### config.mk
export PLATFORM = sky130hd
export DESIGN_NAME = radix_integer_to_ascii
export DESIGN_NICKNAME = d
export VERILOG_FILES = /design/src/rtl/core/ritoa_pkg.sv /design/src/rtl/core/ritoa_ram.sv /design/src/rtl/core/ritoa_fifo.sv /design/src/rtl/core/ritoa_front.sv /design/src/rtl/core/ritoa_back.sv /design/src/rtl/core/radix_integer_to_ascii.sv
export SDC_FILE = /design/constraint.sdc
export NUM_CORES = 1
export LEC_CHECK = 0
export BUFFER_PORTS_ARGS = -buffer_cell sky130_fd_sc_hd__buf_4
export CORE_MARGIN = 3
export CORE_UTILIZATION = 50
export CTS_BUF_LIST = sky130_fd_sc_hd__clkbuf_16
export DETAILED_ROUTE_END_ITERATION = 8
export MAX_ROUTING_LAYER = met4
export PLACE_DENSITY = 0.69
export SETUP_SLACK_MARGIN = 0.15
export SLEW_MARGIN = 10
export SYNTH_ARGS = -nofsm -noshare
export SYNTH_HDL_FRONTEND = slang
export SYNTH_SLANG_ARGS = --single-unit
### constraint.sdc
create_clock -name clk -period 11.95 [get_ports clk]
set_input_delay 0.5975 -clock clk [delete_from_list [all_inputs] [get_ports clk]]
set_output_delay 0.5975 -clock clk [all_outputs]
set_load 0.005 [all_outputs]
### src/rtl/core/ritoa_pkg.sv
`timescale 1ns / 1ps

package ritoa_pkg;

  // Width of the converted value unless the top level is told otherwise.
  localparam int VALUE_WIDTH_DEF = 32;

  // Fixed field widths on the ports.
  localparam int VALUE_IN_W = 32;
  localparam int RADIX_W    = 5;
  localparam int CHAR_W     = 7;
  localparam int S_DATA_W   = 40;
  localparam int M_DATA_W   = 8;

  // Valid bases.
  localparam logic [RADIX_W-1:0] RADIX_MIN = 5'd2;
  localparam logic [RADIX_W-1:0] RADIX_MAX = 5'd26;

  // Character mapping.
  localparam logic [CHAR_W-1:0] ASCII_ZERO = 7'h30;
  localparam logic [CHAR_W-1:0] ASCII_A    = 7'h41;
  localparam logic [RADIX_W-1:0] DIGIT_NINE = 5'd9;
  localparam logic [RADIX_W-1:0] DIGIT_TEN  = 5'd10;

  // Depth of the queue between front and back.
  localparam int QUEUE_DEPTH = 2;

  // Quotient bits retired per cycle by the divider.
  localparam int DIV_STEPS = 4;

  // What the front end has decided about one item.
  typedef struct packed {
    logic                bad;
    logic [RADIX_W-1:0]  radix;
  } ritoa_kind_t;

  // Back end sequencer, one-hot.
  typedef enum logic [3:0] {
    ST_IDLE = 4'b0001,
    ST_DIV  = 4'b0010,
    ST_READ = 4'b0100,
    ST_SEND = 4'b1000
  } ritoa_state_t;

  function automatic logic [CHAR_W-1:0] digit_to_ascii(input logic [RADIX_W-1:0] d);
    logic [CHAR_W-1:0] dw;
    dw = CHAR_W'(d);
    if (d > DIGIT_NINE) begin
      return dw + (ASCII_A - CHAR_W'(DIGIT_TEN));
    end
    return dw + ASCII_ZERO;
  endfunction

endpackage

### src/rtl/core/ritoa_ram.sv
`timescale 1ns / 1ps

module ritoa_ram #(
  parameter int WIDTH = 5,
  parameter int DEPTH = 32
) (
  input  logic                     clk,
  input  logic                     we,
  input  logic [$clog2(DEPTH)-1:0] wr_addr,
  input  logic [WIDTH-1:0]         wr_data,
  input  logic [$clog2(DEPTH)-1:0] rd_addr,
  output logic [WIDTH-1:0]         rd_data
);

  logic [WIDTH-1:0] mem [DEPTH];

  always_ff @(posedge clk) begin
    if (we) begin
      mem[wr_addr] <= wr_data;
    end
    rd_data <= mem[rd_addr];
  end

endmodule

### src/rtl/core/ritoa_fifo.sv
`timescale 1ns / 1ps

module ritoa_fifo #(
  parameter int WIDTH = 38,
  parameter int DEPTH = ritoa_pkg::QUEUE_DEPTH
) (
  input  logic             clk,
  input  logic             rst,
  input  logic             wr_en,
  input  logic [WIDTH-1:0] wr_data,
  output logic             full,
  input  logic             rd_en,
  output logic [WIDTH-1:0] rd_data,
  output logic             empty
);

  localparam int PTR_W = $clog2(DEPTH);
  localparam int CNT_W = $clog2(DEPTH + 1);

  logic [WIDTH-1:0] slots [DEPTH];
  logic [PTR_W-1:0] wr_ptr;
  logic [PTR_W-1:0] rd_ptr;
  logic [CNT_W-1:0] fill;

  assign full    = (fill == CNT_W'(DEPTH));
  assign empty   = (fill == '0);
  assign rd_data = slots[rd_ptr];

  // Pointers wrap naturally; the depth is a power of two.
  always_ff @(posedge clk) begin
    if (rst) begin
      wr_ptr <= '0;
      rd_ptr <= '0;
      fill   <= '0;
    end else begin
      if (wr_en && !full) begin
        wr_ptr <= wr_ptr + PTR_W'(1);
      end
      if (rd_en && !empty) begin
        rd_ptr <= rd_ptr + PTR_W'(1);
      end
      if ((wr_en && !full) && !(rd_en && !empty)) begin
        fill <= fill + CNT_W'(1);
      end else if (!(wr_en && !full) && (rd_en && !empty)) begin
        fill <= fill - CNT_W'(1);
      end
    end
  end

  always_ff @(posedge clk) begin
    if (wr_en && !full) begin
      slots[wr_ptr] <= wr_data;
    end
  end

endmodule

### src/rtl/core/ritoa_front.sv
`timescale 1ns / 1ps

module ritoa_front #(
  parameter int VALUE_WIDTH = ritoa_pkg::VALUE_WIDTH_DEF
) (
  input  logic                            s_tvalid,
  output logic                            s_tready,
  input  logic [ritoa_pkg::S_DATA_W-1:0]  s_tdata,
  output logic                            push,
  output ritoa_pkg::ritoa_kind_t          push_kind,
  output logic [VALUE_WIDTH-1:0]          push_value,
  input  logic                            q_full
);

  logic [ritoa_pkg::RADIX_W-1:0] radix_in;

  assign radix_in = s_tdata[ritoa_pkg::VALUE_IN_W +: ritoa_pkg::RADIX_W];

  assign s_tready = !q_full;
  assign push     = s_tvalid && !q_full;

  // Bits above the configured width are dropped; a wider width zero-extends.
  assign push_value      = VALUE_WIDTH'(s_tdata[ritoa_pkg::VALUE_IN_W-1:0]);
  assign push_kind.radix = radix_in;
  assign push_kind.bad   = (radix_in < ritoa_pkg::RADIX_MIN) ||
                           (radix_in > ritoa_pkg::RADIX_MAX);

endmodule

### src/rtl/core/ritoa_back.sv
`timescale 1ns / 1ps

module ritoa_back #(
  parameter int VALUE_WIDTH = ritoa_pkg::VALUE_WIDTH_DEF
) (
  input  logic                            clk,
  input  logic                            rst,
  input  logic                            q_empty,
  input  ritoa_pkg::ritoa_kind_t          q_kind,
  input  logic [VALUE_WIDTH-1:0]          q_value,
  output logic                            pop,
  output logic                            m_tvalid,
  input  logic                            m_tready,
  output logic [ritoa_pkg::M_DATA_W-1:0]  m_tdata,
  output logic                            m_tlast,
  output logic                            m_tuser
);

  localparam int STEPS    = ritoa_pkg::DIV_STEPS;
  localparam int QW       = ((VALUE_WIDTH + STEPS - 1) / STEPS) * STEPS;
  localparam int DIV_CYC  = QW / STEPS;
  localparam int BCNT_W   = ($clog2(DIV_CYC) > 0) ? $clog2(DIV_CYC) : 1;
  localparam int IDX_W    = $clog2(VALUE_WIDTH);
  localparam int CNT_W    = $clog2(VALUE_WIDTH + 1);
  localparam int RW       = ritoa_pkg::RADIX_W;

  ritoa_pkg::ritoa_state_t state;

  logic [QW-1:0]     quo;
  logic [RW-1:0]     rem;
  logic [RW-1:0]     radix;
  logic [BCNT_W-1:0] bcnt;
  logic [CNT_W-1:0]  digit_count;
  logic [IDX_W-1:0]  idx;

  logic [QW-1:0]     div_q;
  logic [RW-1:0]     div_r;
  logic              div_last;
  logic              slot_free;
  logic              beat_load;
  logic              ram_we;
  logic [RW-1:0]     ram_rd_data;

  assign slot_free = !m_tvalid || m_tready;
  assign div_last  = (bcnt == BCNT_W'(DIV_CYC - 1));
  assign ram_we    = (state == ritoa_pkg::ST_DIV) && div_last;
  assign pop       = (state == ritoa_pkg::ST_IDLE) && !q_empty &&
                     (!q_kind.bad || slot_free);

  // A new output beat is loaded for an error answer or for the next digit.
  assign beat_load = ((state == ritoa_pkg::ST_IDLE) && !q_empty && q_kind.bad &&
                      slot_free) ||
                     ((state == ritoa_pkg::ST_SEND) && slot_free);

  // Restoring division, several quotient bits a cycle, MSB first.
  always_comb begin
    logic [QW-1:0] q_t;
    logic [RW-1:0] r_t;
    logic [RW:0]   rs;
    q_t = quo;
    r_t = rem;
    rs  = '0;
    for (int i = 0; i < STEPS; i++) begin
      rs  = {r_t, q_t[QW-1]};
      q_t = {q_t[QW-2:0], 1'b0};
      if (rs >= {1'b0, radix}) begin
        r_t    = RW'(rs - {1'b0, radix});
        q_t[0] = 1'b1;
      end else begin
        r_t = rs[RW-1:0];
      end
    end
    div_q = q_t;
    div_r = r_t;
  end

  ritoa_ram #(
    .WIDTH (RW),
    .DEPTH (VALUE_WIDTH)
  ) u_digits (
    .clk     (clk),
    .we      (ram_we),
    .wr_addr (digit_count[IDX_W-1:0]),
    .wr_data (div_r),
    .rd_addr (idx),
    .rd_data (ram_rd_data)
  );

  always_ff @(posedge clk) begin
    if (rst) begin
      state       <= ritoa_pkg::ST_IDLE;
      m_tvalid    <= 1'b0;
      quo         <= '0;
      digit_count <= '0;
      bcnt        <= '0;
      idx         <= '0;
    end else begin
      m_tvalid <= beat_load || (m_tvalid && !m_tready);
      case (state)
        ritoa_pkg::ST_IDLE: begin
          if (!q_empty && !q_kind.bad) begin
            quo         <= QW'(q_value);
            digit_count <= '0;
            bcnt        <= '0;
            state       <= ritoa_pkg::ST_DIV;
          end
        end
        ritoa_pkg::ST_DIV: begin
          quo <= div_q;
          if (div_last) begin
            bcnt        <= '0;
            digit_count <= digit_count + CNT_W'(1);
            if (div_q == '0) begin
              idx   <= digit_count[IDX_W-1:0];
              state <= ritoa_pkg::ST_READ;
            end
          end else begin
            bcnt <= bcnt + BCNT_W'(1);
          end
        end
        ritoa_pkg::ST_READ: begin
          state <= ritoa_pkg::ST_SEND;
        end
        ritoa_pkg::ST_SEND: begin
          if (slot_free) begin
            if (idx == '0) begin
              state <= ritoa_pkg::ST_IDLE;
            end else begin
              idx   <= idx - IDX_W'(1);
              state <= ritoa_pkg::ST_READ;
            end
          end
        end
        default: begin
          state <= ritoa_pkg::ST_IDLE;
        end
      endcase
    end
  end

  // Datapath registers without reset.
  always_ff @(posedge clk) begin
    case (state)
      ritoa_pkg::ST_IDLE: begin
        rem   <= '0;
        radix <= q_kind.radix;
        if (!q_empty && q_kind.bad && slot_free) begin
          m_tdata <= '0;
          m_tlast <= 1'b1;
          m_tuser <= 1'b1;
        end
      end
      ritoa_pkg::ST_DIV: begin
        rem <= div_last ? '0 : div_r;
      end
      ritoa_pkg::ST_SEND: begin
        if (slot_free) begin
          m_tdata <= ritoa_pkg::M_DATA_W'(ritoa_pkg::digit_to_ascii(ram_rd_data));
          m_tlast <= (idx == '0);
          m_tuser <= 1'b0;
        end
      end
      default: begin
      end
    endcase
  end

endmodule

### src/rtl/core/radix_integer_to_ascii.sv
`timescale 1ns / 1ps
// Channel  | Dir | Signals                          | Contents
// ---------+-----+----------------------------------+--------------------------------------
// s_ (in)  | in  | s_tvalid s_tready s_tdata[39:0]  | value [31:0], radix [36:32], zero pad
// m_ (out) | out | m_tvalid m_tready m_tdata[7:0]   | digit_char [6:0], zero pad;
//          |     | m_tlast m_tuser                  | tlast = last_digit, tuser = bad_radix
//
// A conversion runs each digit through the shared divider, four quotient bits per
// cycle, then reads each digit back from the digit RAM and sends it. A bad radix
// is answered with a single error beat.
// Reset is synchronous and clears the sequencer, the queue and the output beat.
// The two-entry queue lets new beats in while the back end divides or waits on a
// stalled output; the output register holds its beat until it is taken.

module radix_integer_to_ascii #(
  parameter int VALUE_WIDTH = ritoa_pkg::VALUE_WIDTH_DEF
) (
  input  logic                            clk,
  input  logic                            rst,
  input  logic                            s_tvalid,
  output logic                            s_tready,
  input  logic [ritoa_pkg::S_DATA_W-1:0]  s_tdata,   // value [31:0], radix [36:32]
  output logic                            m_tvalid,
  input  logic                            m_tready,
  output logic [ritoa_pkg::M_DATA_W-1:0]  m_tdata,   // digit_char [6:0]
  output logic                            m_tlast,
  output logic                            m_tuser    // bad_radix [0]
);

  localparam int KIND_W  = $bits(ritoa_pkg::ritoa_kind_t);
  localparam int ENTRY_W = KIND_W + VALUE_WIDTH;

  logic                   push;
  ritoa_pkg::ritoa_kind_t push_kind;
  logic [VALUE_WIDTH-1:0] push_value;
  logic                   q_full;
  logic                   q_empty;
  logic                   pop;
  logic [ENTRY_W-1:0]     q_rd_data;
  ritoa_pkg::ritoa_kind_t q_kind;
  logic [VALUE_WIDTH-1:0] q_value;

  // The front end checks the radix and trims the value before queueing it.
  ritoa_front #(
    .VALUE_WIDTH (VALUE_WIDTH)
  ) u_front (
    .s_tvalid   (s_tvalid),
    .s_tready   (s_tready),
    .s_tdata    (s_tdata),
    .push       (push),
    .push_kind  (push_kind),
    .push_value (push_value),
    .q_full     (q_full)
  );

  ritoa_fifo #(
    .WIDTH (ENTRY_W),
    .DEPTH (ritoa_pkg::QUEUE_DEPTH)
  ) u_queue (
    .clk     (clk),
    .rst     (rst),
    .wr_en   (push),
    .wr_data ({push_kind, push_value}),
    .full    (q_full),
    .rd_en   (pop),
    .rd_data (q_rd_data),
    .empty   (q_empty)
  );

  assign q_kind  = q_rd_data[ENTRY_W-1 -: KIND_W];
  assign q_value = q_rd_data[VALUE_WIDTH-1:0];

  // The back end divides, stores the digits and plays them out in reverse.
  ritoa_back #(
    .VALUE_WIDTH (VALUE_WIDTH)
  ) u_back (
    .clk      (clk),
    .rst      (rst),
    .q_empty  (q_empty),
    .q_kind   (q_kind),
    .q_value  (q_value),
    .pop      (pop),
    .m_tvalid (m_tvalid),
    .m_tready (m_tready),
    .m_tdata  (m_tdata),
    .m_tlast  (m_tlast),
    .m_tuser  (m_tuser)
  );

endmodule

== Word level (Yosys, flattened, before mapping) ==
Memory sizes are Yosys's and may differ from the RTL's. A register that Yosys moved wholly into a read port is not among the register bits.
Cells that the tools add are included.
Widths: inputs -> output; s select.

* ROM bits: 0
* Register bits: 75
* Input bits: 44
* Word-level logic and storage cells: 137
* Output and inout bits: 12
* Bits in latches: 0
* Memory bits (writable): 236
* Memories: 2

{| class="wikitable"
|+ Memories
! name !! words !! bits a word !! read ports !! clocked after Yosys merged registers in !! wr ports !! RTL line !! source
|-
| u_back.u_digits.mem || 32 || 5 || 1 || 1 || 1 || ritoa_ram.sv:15 || <nowiki>logic [WIDTH-1:0] mem [DEPTH];</nowiki>
|-
| u_queue.slots || 2 || 38 || 1 || 1 || 1 || ritoa_fifo.sv:20 || <nowiki>logic [WIDTH-1:0] slots [DEPTH];</nowiki>
|}

* Shift-type cells: 0
* Muxes and demuxes: 50
* $lt $le $gt $ge: 7
* Eq/ne operators: 12
* Add/subtract/negate cells: 13
* Reduce and logical (&&, ||, !) cells: 39
* Bitwise gates (word level): 0
* $mul: 0
* Div/mod/pow operators: 0

{| class="wikitable"
|+ Operators with widths
! cell !! number
|-
| $pmux 32 s2 || 1
|-
| $mux 5 || 9
|-
| $logic_not 32->1 || 1
|-
| $mux 32 || 1
|-
| $ge 6x5->1 || 4
|-
| $pmux 5 s2 || 2
|-
| $sub 5x5->5 || 4
|-
| $mux 1 || 16
|-
| $mux 4 || 4
|-
| $mux 8 || 2
|-
| $pmux 4 s4 || 1
|-
| $pmux 8 s2 || 1
|-
| $logic_and 1x1->1 || 15
|-
| $add 5x6->7 const B || 2
|-
| $mux 7 || 2
|-
| $mux 6 || 2
|-
| $pmux 6 s2 || 1
|-
| $mux 3 || 3
|-
| $ne 2x2->1 const B || 4
|-
| $reduce_bool 2->1 || 4
|-
| $logic_not 1->1 || 7
|-
| $add 6x1->6 const B || 1
|-
| $pmux 3 s2 || 1
|-
| $reduce_and 3->1 || 2
|-
| 23 further kinds || 31
|}

== Depth between registers and ports, before layout ==
Gate-level depths: netlist of the first run.

* Depth in word-level cells: 12
* Gate-level depth with buffers: 33
* Depth with buffers taken out: 31

== By module ==
Synthesis of the first run repeated with hierarchy kept, for this count alone.

* Cells, all modules: 959
* Area, all modules: 13860.8 µm²

{| class="wikitable"
|+ By module, submodules not included
! module !! cells an instance !! area an instance (µm²) !! times used !! seq. area each (µm²)
|-
| ritoa_ram || 277 || 6344.8 || 1 || 4904.7
|-
| ritoa_back || 496 || 4251.6 || 1 || 1571.5
|-
| ritoa_fifo || 143 || 2955.3 || 1 || 2382.3
|-
| ritoa_front || 43 || 309.0 || 1 || 0.0
|}

== Worst setup path before layout of the first run ==
No wires, ideal clock.

* Path kind: register to register
* Start: register u_back.radix[1]
* End: register u_back.rem[0] (data pin)
* Period minus slack after synthesis: 7709 ps
* Path slack: 4241 ps
* Buffers on the path: 1
* Arrival time: 7549 ps
* Cell stages (with the launch flop): 30
* Library setup time: 160 ps
* Data required time: 11790 ps
* Cells stage by stage: edfxtp_1 > inv_1 > fa_1 > a211o_2 > nand3_2 > nand2_1 > mux2_2 > inv_1 > ha_1 > and3_2 > a31o_2 > a311o_1 > nor2_1 > mux2i_1 > ha_1 > nor2b_1 > o21ai_0 > nand3b_1 > a21o_2 > a31o_2 > buf_2 > mux2i_1 > fa_1 > a21oi_1 > o211ai_1 > a21oi_1 > o311ai_0 > mux2i_4 > mux2i_1 > nor3b_1

* Longest elaborated chain between the ends: 10
* Elaborated cells between the ends (all ways): 13
* Those cells by class: 3 x add/sub; 4 x order compare; 6 x mux

{| class="wikitable"
|+ RTL lines
! element !! RTL line !! source
|-
| start: declaration || ritoa_back.sv:31 || <nowiki>logic [RW-1:0] radix;</nowiki>
|-
| start signal: assignment || ritoa_back.sv:146 || <nowiki>radix <= q_kind.radix;</nowiki>
|-
| $sub 5x5->5 / $ge 6x5->1 (equally long branches) || ritoa_back.sv:67, ritoa_back.sv:66 ||
|-
| $mux 5 || ritoa_back.sv:66 || <nowiki>if (rs >= {1'b0, radix}) begin</nowiki>
|-
| $sub 5x5->5 / $ge 6x5->1 (equally long branches) || ritoa_back.sv:67, ritoa_back.sv:66 ||
|-
| $mux 5 || ritoa_back.sv:66 ||
|-
| $sub 5x5->5 / $ge 6x5->1 (equally long branches) || ritoa_back.sv:67, ritoa_back.sv:66 ||
|-
| $mux 5 || ritoa_back.sv:66 ||
|-
| $ge 6x5->1 * || ritoa_back.sv:66 ||
|-
| $mux 5 * || ritoa_back.sv:66 ||
|-
| via u_back.div_r[0] || ritoa_back.sv:37 || <nowiki>logic [RW-1:0] div_r;</nowiki>
|-
| $mux 5 * || ritoa_back.sv:154 || <nowiki>rem <= div_last ? '0 : div_r;</nowiki>
|-
| $pmux 5 s2 * || ritoa_back.sv:143 || <nowiki>case (state)</nowiki>
|-
| end signal: assignment || ritoa_back.sv:154 ||
|-
| end: declaration || ritoa_back.sv:30 || <nowiki>logic [RW-1:0] rem;</nowiki>
|}

Mark *: on every way through the listed nets, which the timed path passes. The rest lies on a longest branch.
A chain may end at the register's enable or synchronous reset.

== Worst setup path in the final report of the first run ==
* Start: register u_back.radix[1]
* End: register u_back.idx[0]

* Longest elaborated chain between the ends: 11
* Elaborated cells between the ends (all ways): 17
* Those cells by class: 3 x add/sub; 4 x order compare; 1 x eq/ne; 7 x mux; 2 x reduce/logical

{| class="wikitable"
|+ RTL lines
! element !! RTL line !! source
|-
| $sub 5x5->5 / $ge 6x5->1 (equally long branches) || ritoa_back.sv:67, ritoa_back.sv:66 ||
|-
| $mux 5 || ritoa_back.sv:66 ||
|-
| $sub 5x5->5 / $ge 6x5->1 (equally long branches) || ritoa_back.sv:67, ritoa_back.sv:66 ||
|-
| $mux 5 || ritoa_back.sv:66 ||
|-
| $sub 5x5->5 / $ge 6x5->1 (equally long branches) || ritoa_back.sv:67, ritoa_back.sv:66 ||
|-
| $mux 5 || ritoa_back.sv:66 ||
|-
| $ge 6x5->1 || ritoa_back.sv:66 ||
|-
| $mux 1 || ritoa_back.sv:66 ||
|-
| $logic_not 32->1 * || ritoa_back.sv:113 || <nowiki>if (div_q == '0) begin</nowiki>
|-
| $ne 2x2->1 (no source line) * || -- ||
|-
| $reduce_and 5->1 (no source line) * || -- ||
|-
| end signal: assignment || ritoa_back.sv:114 || <nowiki>idx <= digit_count[IDX_W-1:0];</nowiki>
|-
| end signal: assignment || ritoa_back.sv:129 || <nowiki>idx <= idx - IDX_W'(1);</nowiki>
|-
| end: declaration || ritoa_back.sv:34 || <nowiki>logic [IDX_W-1:0] idx;</nowiki>
|}

Mark *: on every way between the ends. The rest lies on a longest branch, timed or not.

==> reports/summary.md, run 1 <==
The flow ran to the end, and the final reports show no timing, DRC or antenna violations. The critical path runs through a total of 29 cells. Once placement finished, the instance area stood at 14170 sq um. The worst pin sits at a relative slew slack of 28.87%. Synthesis handed over a netlist of 905 instances.

Measured in cells, the most critical reg-to-reg path has a length of 29. STA classifies the critical path startpoint as a flip-flop. The final layout contains 1031 nets. The final setup skew was 0.008242 ns; the deepest clock path buffer count was 3. The global placer's final weighted congestion came out at 0.8309. Setup repair after global routing left no endpoint under its margin. The detailed router put a total of 12070 um of wire on met1. The detailed-routed wire length on met2 was 12410 um; the area growth from synthesis to layout was 12.06%.

After detailed routing, no signal wire sits above met4. Dominant register cell in the synthesized netlist: edfxtp_1. With fillers left out, the area of the finished cells amounts to 15130 sq um.

The logs give 31 for the total clock buffers created by CTS and 17160 um for the HPWL after detailed placement. Counting flops with an async set or reset pin after synthesis yields a share of 0%. Height of the chip: 170.3 um. Summed over all nets, wire length on met3 after detailed routing comes to 1270 um.

Of all cell types, the one taking the most synthesized area is edfxtp_1. The die is 170.3 um wide. The clock period minus worst slack is 8.441 ns. Broken down by cell family, the worst path's largest delay share belongs to compound AO/OA/AOI/OAI gates.

After synthesis the cells add up to 13500 sq um. The fmax came out at 118.5 MHz. The number of cells traversed by the worst hold path came out at 1. The initial antenna violation count was 0. The number of buffers added on ports was 51. For this run, the total global-route usage over all layers was measured as 18.71%.

Summing the sequential cell areas from Yosys gives 65.62% of the chip area. Setup violations remaining at the end of the flow were counted as 0. The largest driver fanout on the critical path came out at 7.

For the final-layout setup total negative slack, the log shows 0 ns. The number of top-level design ports is 56. Cell type of the slowest stage on the worst timing path: fa_1.

The fraction of layout cells with a size suffix above 1 is 19.55%. The unique cell type count in the Yosys netlist was 65. The tools report the number of buffers added to fix hold violations after cts as 0.

The number of setup buffers added after CTS is 0. After synthesis, the cell types taking the most area are edfxtp_1 (57%), dfxtp_1 (8.9%), mux4_2 (8.3%). The hold violation count in the final report came out at 0. Clock tree synthesis selected as its root buffer the cell clkbuf_16.

In this run the remaining antenna-violating nets after routing total 0. The floorplan step defined a die boundary enclosing 29010 sq um. The first global-routing pass estimated 41310 um of wire. The fraction of the cycle the final worst path needs is 70.63%.

The routed layout has 7560 vias. Commonest non-fill, non-tap cell in the layout: edfxtp_1. In the layout the commonest cells are edfxtp_1 (255), nor2_1 (97), buf_4 (61). For the pin with the worst max-slew slack, the measured transition is 1.063 ns.

In this run the standard cell core region covers 26280 sq um. Synthesis inferred 315 register bits. Kind of end point of the critical path: a flip-flop.

In the routed design, unresolved DRC markers number 0. After detailed routing, the average wire length per cell comes to 20.00 um. After synthesis, the largest area contributor takes up 56.72% of total cell area.

The number of clock sinks seen by CTS is 315, and the buffering stage count on the worst path with inverters included is 2. The critical path in this run is classified as flip-flop to flip-flop. For this block, the routed nets add up to 26240 um of wire. In this run the worst hold path is classified as primary input to flip-flop. The data arrival time of the critical path is 8.90 ns, and the largest net degree at the start of global routing is 57. The repair_antennas step left the layout with diodes totalling 0. Counting flops with a built-in enable in the synthesized netlist gives 255.

A synthesized cell averages 14.92 sq um. The number of nets handed over by synthesis was 983. For this configuration, the core starts out at a cell density of 51.37%. The maximum level of the CTS H-tree was 1; the clock transition at the registers of the reported paths was 0.06 ns. For this run, the detailed router's first-pass iteration total came to 5. Using the TritonRoute via totals, the vias-per-cell ratio works out to 5.762. The violation count after the first detailed-route iteration is 642, and the max-slew violation total from the final report is 0. The run gives 0 as the max-cap violation count. In this design, the stage delay of the slowest critical-path cell is 0.53 ns. After floorplanning, the core was divided into 59 placement rows. STA puts the critical path data required time at 12.41 ns. The number of global-route vias before repair came out at 7455. The number of gates resized after CTS was 0. The clock latency of the later-clocked register in the worst-skew pair came out at 0.55 ns. The total overflow reported by the global router was 0; the synthesis warning total was 0.

TritonCTS built the clock tree.
## stage by stage
stage / cells / utilization [%] / worst slack [ns] / hold WS (ns)
6_report: 1312 / 57.56 / 3.509 / 0.2333
5_1_grt: 1312 / 57.56 / 2.840 / 0.2124
4_1_cts: 1312 / 57.56 / 3.508 / 0.2156
3_5_place_dp: 1255 / 53.92 / 3.545 / 0.4654
3_3_place_gp: 1255 / 53.92 / 3.634 / 0.4598
2_1_floorplan: 905 / - / 4.241 / 0.4447
## flip-flops by register name (all words and copies together), names as in the netlist, 2 cells and up, named ones only
signal and flops:
u_back.rem 5, u_back.u_digits.mem 160, u_back.u_digits.rd_data 5, u_back.idx 5
u_back.bcnt 3, u_back.state 4, u_back.radix 5, u_back.m_tdata 7
u_queue.slots 76, u_back.digit_count 5, u_queue.fill 2, u_back.quo 32
## cells by family (layout without fill, tap and decap cells)
kind of cell    after synthesis  after routing  share of synthesized area, %
compound gates              125            125                         6.145
flops                       315            315                         65.62
buf+inv                      75            147                         2.493
xor+xnor                     20             20                         1.298
fa+ha+maj                    34             34                         3.374
other cells                   1              1                       0.02778
simple gates                223            223                         7.814
mux                         112            112                         13.23
## worst register-to-register path: cells and delay by family, from the launching register on
kind            cells  cell delay, ns
mux                 3            0.94
fa+ha+maj           4            1.53
buf+inv             2            0.29
compound gates     11            2.94
simple gates        9            2.23
flops               1            0.45
## path summary, 6_finish.rpt
| kind | start | slack, ns | end |
|---|---|---|---|
| worst max register to register | u_back.radix[1]$_DFFE_PP_ | 3.51 | u_back.idx[0]$_SDFFE_PP0P_ |
| worst min register to register | u_back.bcnt[2]$_SDFFE_PP0P_ | 0.47 | u_back.bcnt[2]$_SDFFE_PP0P_ |
| worst max-delay path | u_back.radix[1]$_DFFE_PP_ | 3.51 | u_back.idx[0]$_SDFFE_PP0P_ |
| worst min-delay path | s_tdata[27] | 0.23 | u_queue.slots[0][27]$_DFFE_PP_ |
## routing by layer
layer  up-vias  track usage (%)
met2       200            28.45
met3        44            2.555
li1       3559                -
met4         0            3.986
met5         -                -
met1      3757            27.40
## cell usage after synthesis, types with 15 or more instances
library cell,n
a21oi_1,46
edfxtp_1,255
ha_1,30
clkbuf_1,29
mux2_2,21
dfxtp_1,60
mux2i_1,40
mux4_2,50
inv_1,28
o211ai_1,18
o21ai_0,17
nor2_1,98
a221oi_1,15
nand2_1,50
## final cells by class
| class | count | area [sq um] |
|---|---|---|
| multi-input combinational | 515 | 4324 |
| fill | 2061 | 11150 |
| inverter | 29 | 108.9 |
| tap | 335 | 419.2 |
| clock buffer | 31 | 775.7 |
| timing repair buffer | 61 | 457.9 |
| sequential | 315 | 8861 |
| clock inverter | 26 | 180.2 |
Power of run 1 is left out: the tool's default activity adds up to more than one toggle a clock period on the data nets, which glitch-free logic cannot reach.
==> run 2, diff against run 1 <==
- clock period: 11.95 -> 7.8 ns (I/O delays scaled with it)
==> run 2 against run 1 <==
Core utilization rose by 2.8 points; sequential cell count did not move; hold slack got worse by 0.20 ns; final cell count rose by 2.4%; critical path depth rose by 3; setup slack got worse by 3.1 ns; sequential share of layout area fell by 2.7 points; routed wire length rose by 5.2%; first-iteration DRC count fell by 9.0%; global-route usage rose by 0.75 points; largest cell class unchanged.
==> reports/summary.md, run 2 (synthesis results as in run 1) <==
The register with the most flip-flops in the layout has 160 of them. The clock passes through at most 3 buffers. The run gives 56 as the number of top-level design ports. At the worst endpoint, the arrival time is 7.87 ns. The global placer's final weighted congestion is 0.8479, and the die area is 29010 sq um. The worst setup path is launched from a flip-flop. The final routed wire length divided by cell count was 20.53 um.

Leaving out fill and tap cells, the most frequent cell in the layout is edfxtp_1. The initial antenna violation count came out at 0. Setup repair after global routing left no endpoint under its margin. The layout has 1986 filler cells. Along the worst path, the maximum fanout reaches 7. For flop-to-flop paths, the worst setup slack is 0.38 ns. The initialized floorplan defines 59 standard-cell rows. The worst pin sits at a relative slew slack of 26.90%.

Clock tree synthesis found a total of 315 sinks. HPWL after detailed placement: 17690 um. The overall track demand over capacity in global routing is 19.46%. The worst hold path begins at s_tdata[9]. The startpoint identified for the worst register-to-register timing path is u_back.quo[31]$_SDFFE_PP0P_. The run gives 0 as the antenna diode count. The register with the most flip-flops was u_back.u_digits.mem.

Measured along the x axis, the die boundary spans 170.3 um. The run gives 7632 as the number of global-route vias before repair. Across the run, the number of max-cap violations was 0. The tools report the root buffer cell as clkbuf_16. The max-slew violation total from the final report is 0, and the required time at the worst-slack endpoint is 8.25 ns. The logs give 7838 for the number of vias after detailed routing and 0 for the setup-violating endpoint count in the final report. TritonCTS built the clock tree. The critical path in this run is classified as flip-flop to flip-flop. The cell family contributing the most delay on the critical path is compound AO/OA/AOI/OAI gates. For this configuration, the core starts out at a cell density of 51.37%. The number of stages on the worst setup path is 32. The tools report the total clock buffers created by CTS as 34. The library cells used most frequently in the layout, excluding fill and tap cells, are edfxtp_1 (255), nor2_1 (97), buf_4 (83).

The kind of end point of the critical path is a flip-flop. The fmax is 134.8 MHz, and the hold violation count in the final report is 0. The endpoint of the worst setup timing path is u_back.idx[0]$_SDFFE_PP0P_. In the routed layout, each cell is associated on average with a via count of 5.832.

The clock reaches the later pin of the worst-skew pair after 0.53 ns. The tools report the startpoint of the most critical setup path as u_back.quo[31]$_SDFFE_PP0P_. For the pin with the worst max-slew slack, the measured transition is 1.092 ns. The worst register-to-register path ends at u_back.idx[0]$_SDFFE_PP0P_.

For this run, design rule violations remaining after detail routing come to 0. Input and output buffers added on the ports amount to 51. Entering global routing, the biggest net connects 57 pins. Class of the tightest hold or removal check: primary input to flip-flop.

For the final database, setup skew stands at 0.02919 ns. For this run, the post-layout net count is 1061. The total overflow reported by the global router was 0. Cell type of the slowest stage on the worst timing path: o41a_1. The length of the first detailed-routing pass in iterations is 6. The number of cells on the worst reg-to-reg path is 32. The post-detailed-route count of antenna-violating nets came out at 0. Measured on the finished design, the core utilization comes to 60.33%. After layout, the worst path uses 95.14% of the clock period. The buffering stage count on the worst path with inverters included is 4. The maximum level of the CTS H-tree came out at 2. The core region area came out at 26280 sq um. After routing, the total negative slack on setup checks comes to 0 ns.

After the first detailed-routing iteration, the DRC count stood at 584. The clock period minus worst slack came out at 7.421 ns. The first global-routing pass estimated 42500 um of wire. After detailed routing, the total wire length is 27590 um. The clock transition at the registers of the reported paths is 0.06 ns, and the height of the chip is 170.3 um. Of the cells placed in the final design, the portion with a size suffix greater than 1 is 25.97%. Stage delay of the slowest cell on the critical path: 0.47 ns. The flow ran to the end, and the final reports show no timing, DRC or antenna violations. The largest registers in the layout are u_back.u_digits.mem (160), u_queue.slots (76), u_back.quo (32). Number of buffers added to fix hold violations after cts: 0. Compared with the post-synthesis result, the final layout area differs by 17.44%.
## run 2: cell count changes in the layout (fill, tap and decap cells not counted), sizes merged
cell	delta
buf	+27
bufinv	+3
clkbuf	+3
clkinv	-1
clkinvlp	+5
inv	-5
## run 2: final cells by class
cell class                 count  area, sq um  share of cell area, %
clock inverter                28        355.3                  2.241
tap                          335        419.2                  2.644
timing repair buffer          88        723.2                  4.562
clock buffer                  34        850.8                  5.367
multi-input combinational    515         4536                  28.61
inverter                      29        108.9                 0.6866
sequential                   315         8861                  55.89
## run 2: per-layer routing
layer	track usage (%)	up-vias	part of all wire, %
met3	3.345	48	6.1
met4	5.079	0	2.1
met5	-	-	0
li1	-	3630	-
met1	27.13	3931	44
met2	30.12	229	48
## run 2: repair_timing
| action | in CTS | in global routing |
|---|---|---|
| gates resized for setup | 3 | 34 |
| pin swaps | 0 | 15 |
| buffers inserted | 0 | 8 |
| setup endpoints to repair | 1 | 170 |
## run 2: worst min path at each step
stage                                           to  cells after the start
floorplan              u_back.quo[13]$_SDFFE_PP0P_                      2
global placement       u_back.bcnt[1]$_SDFFE_PP0P_                      2
detailed placement     u_back.quo[14]$_SDFFE_PP0P_                      2
CTS                 u_queue.slots[0][16]$_DFFE_PP_                      1
global route         u_queue.slots[1][2]$_DFFE_PP_                      1
finish               u_queue.slots[1][9]$_DFFE_PP_                      1
## run 2: per-stage QoR
stage	std cells	hold WS [ns]	instance area, sq um	setup WS, ns
floorplan	905	0.4447	13500	0.3308
CTS	1336	0.02574	15590	0.2151
global placement	1274	0.4574	14380	0.2722
finish	1344	0.03729	15850	0.3790
global route	1344	0.02737	15850	0.08746
detailed placement	1274	0.4642	14380	0.1237
Power of run 2 is left out for the same reason.
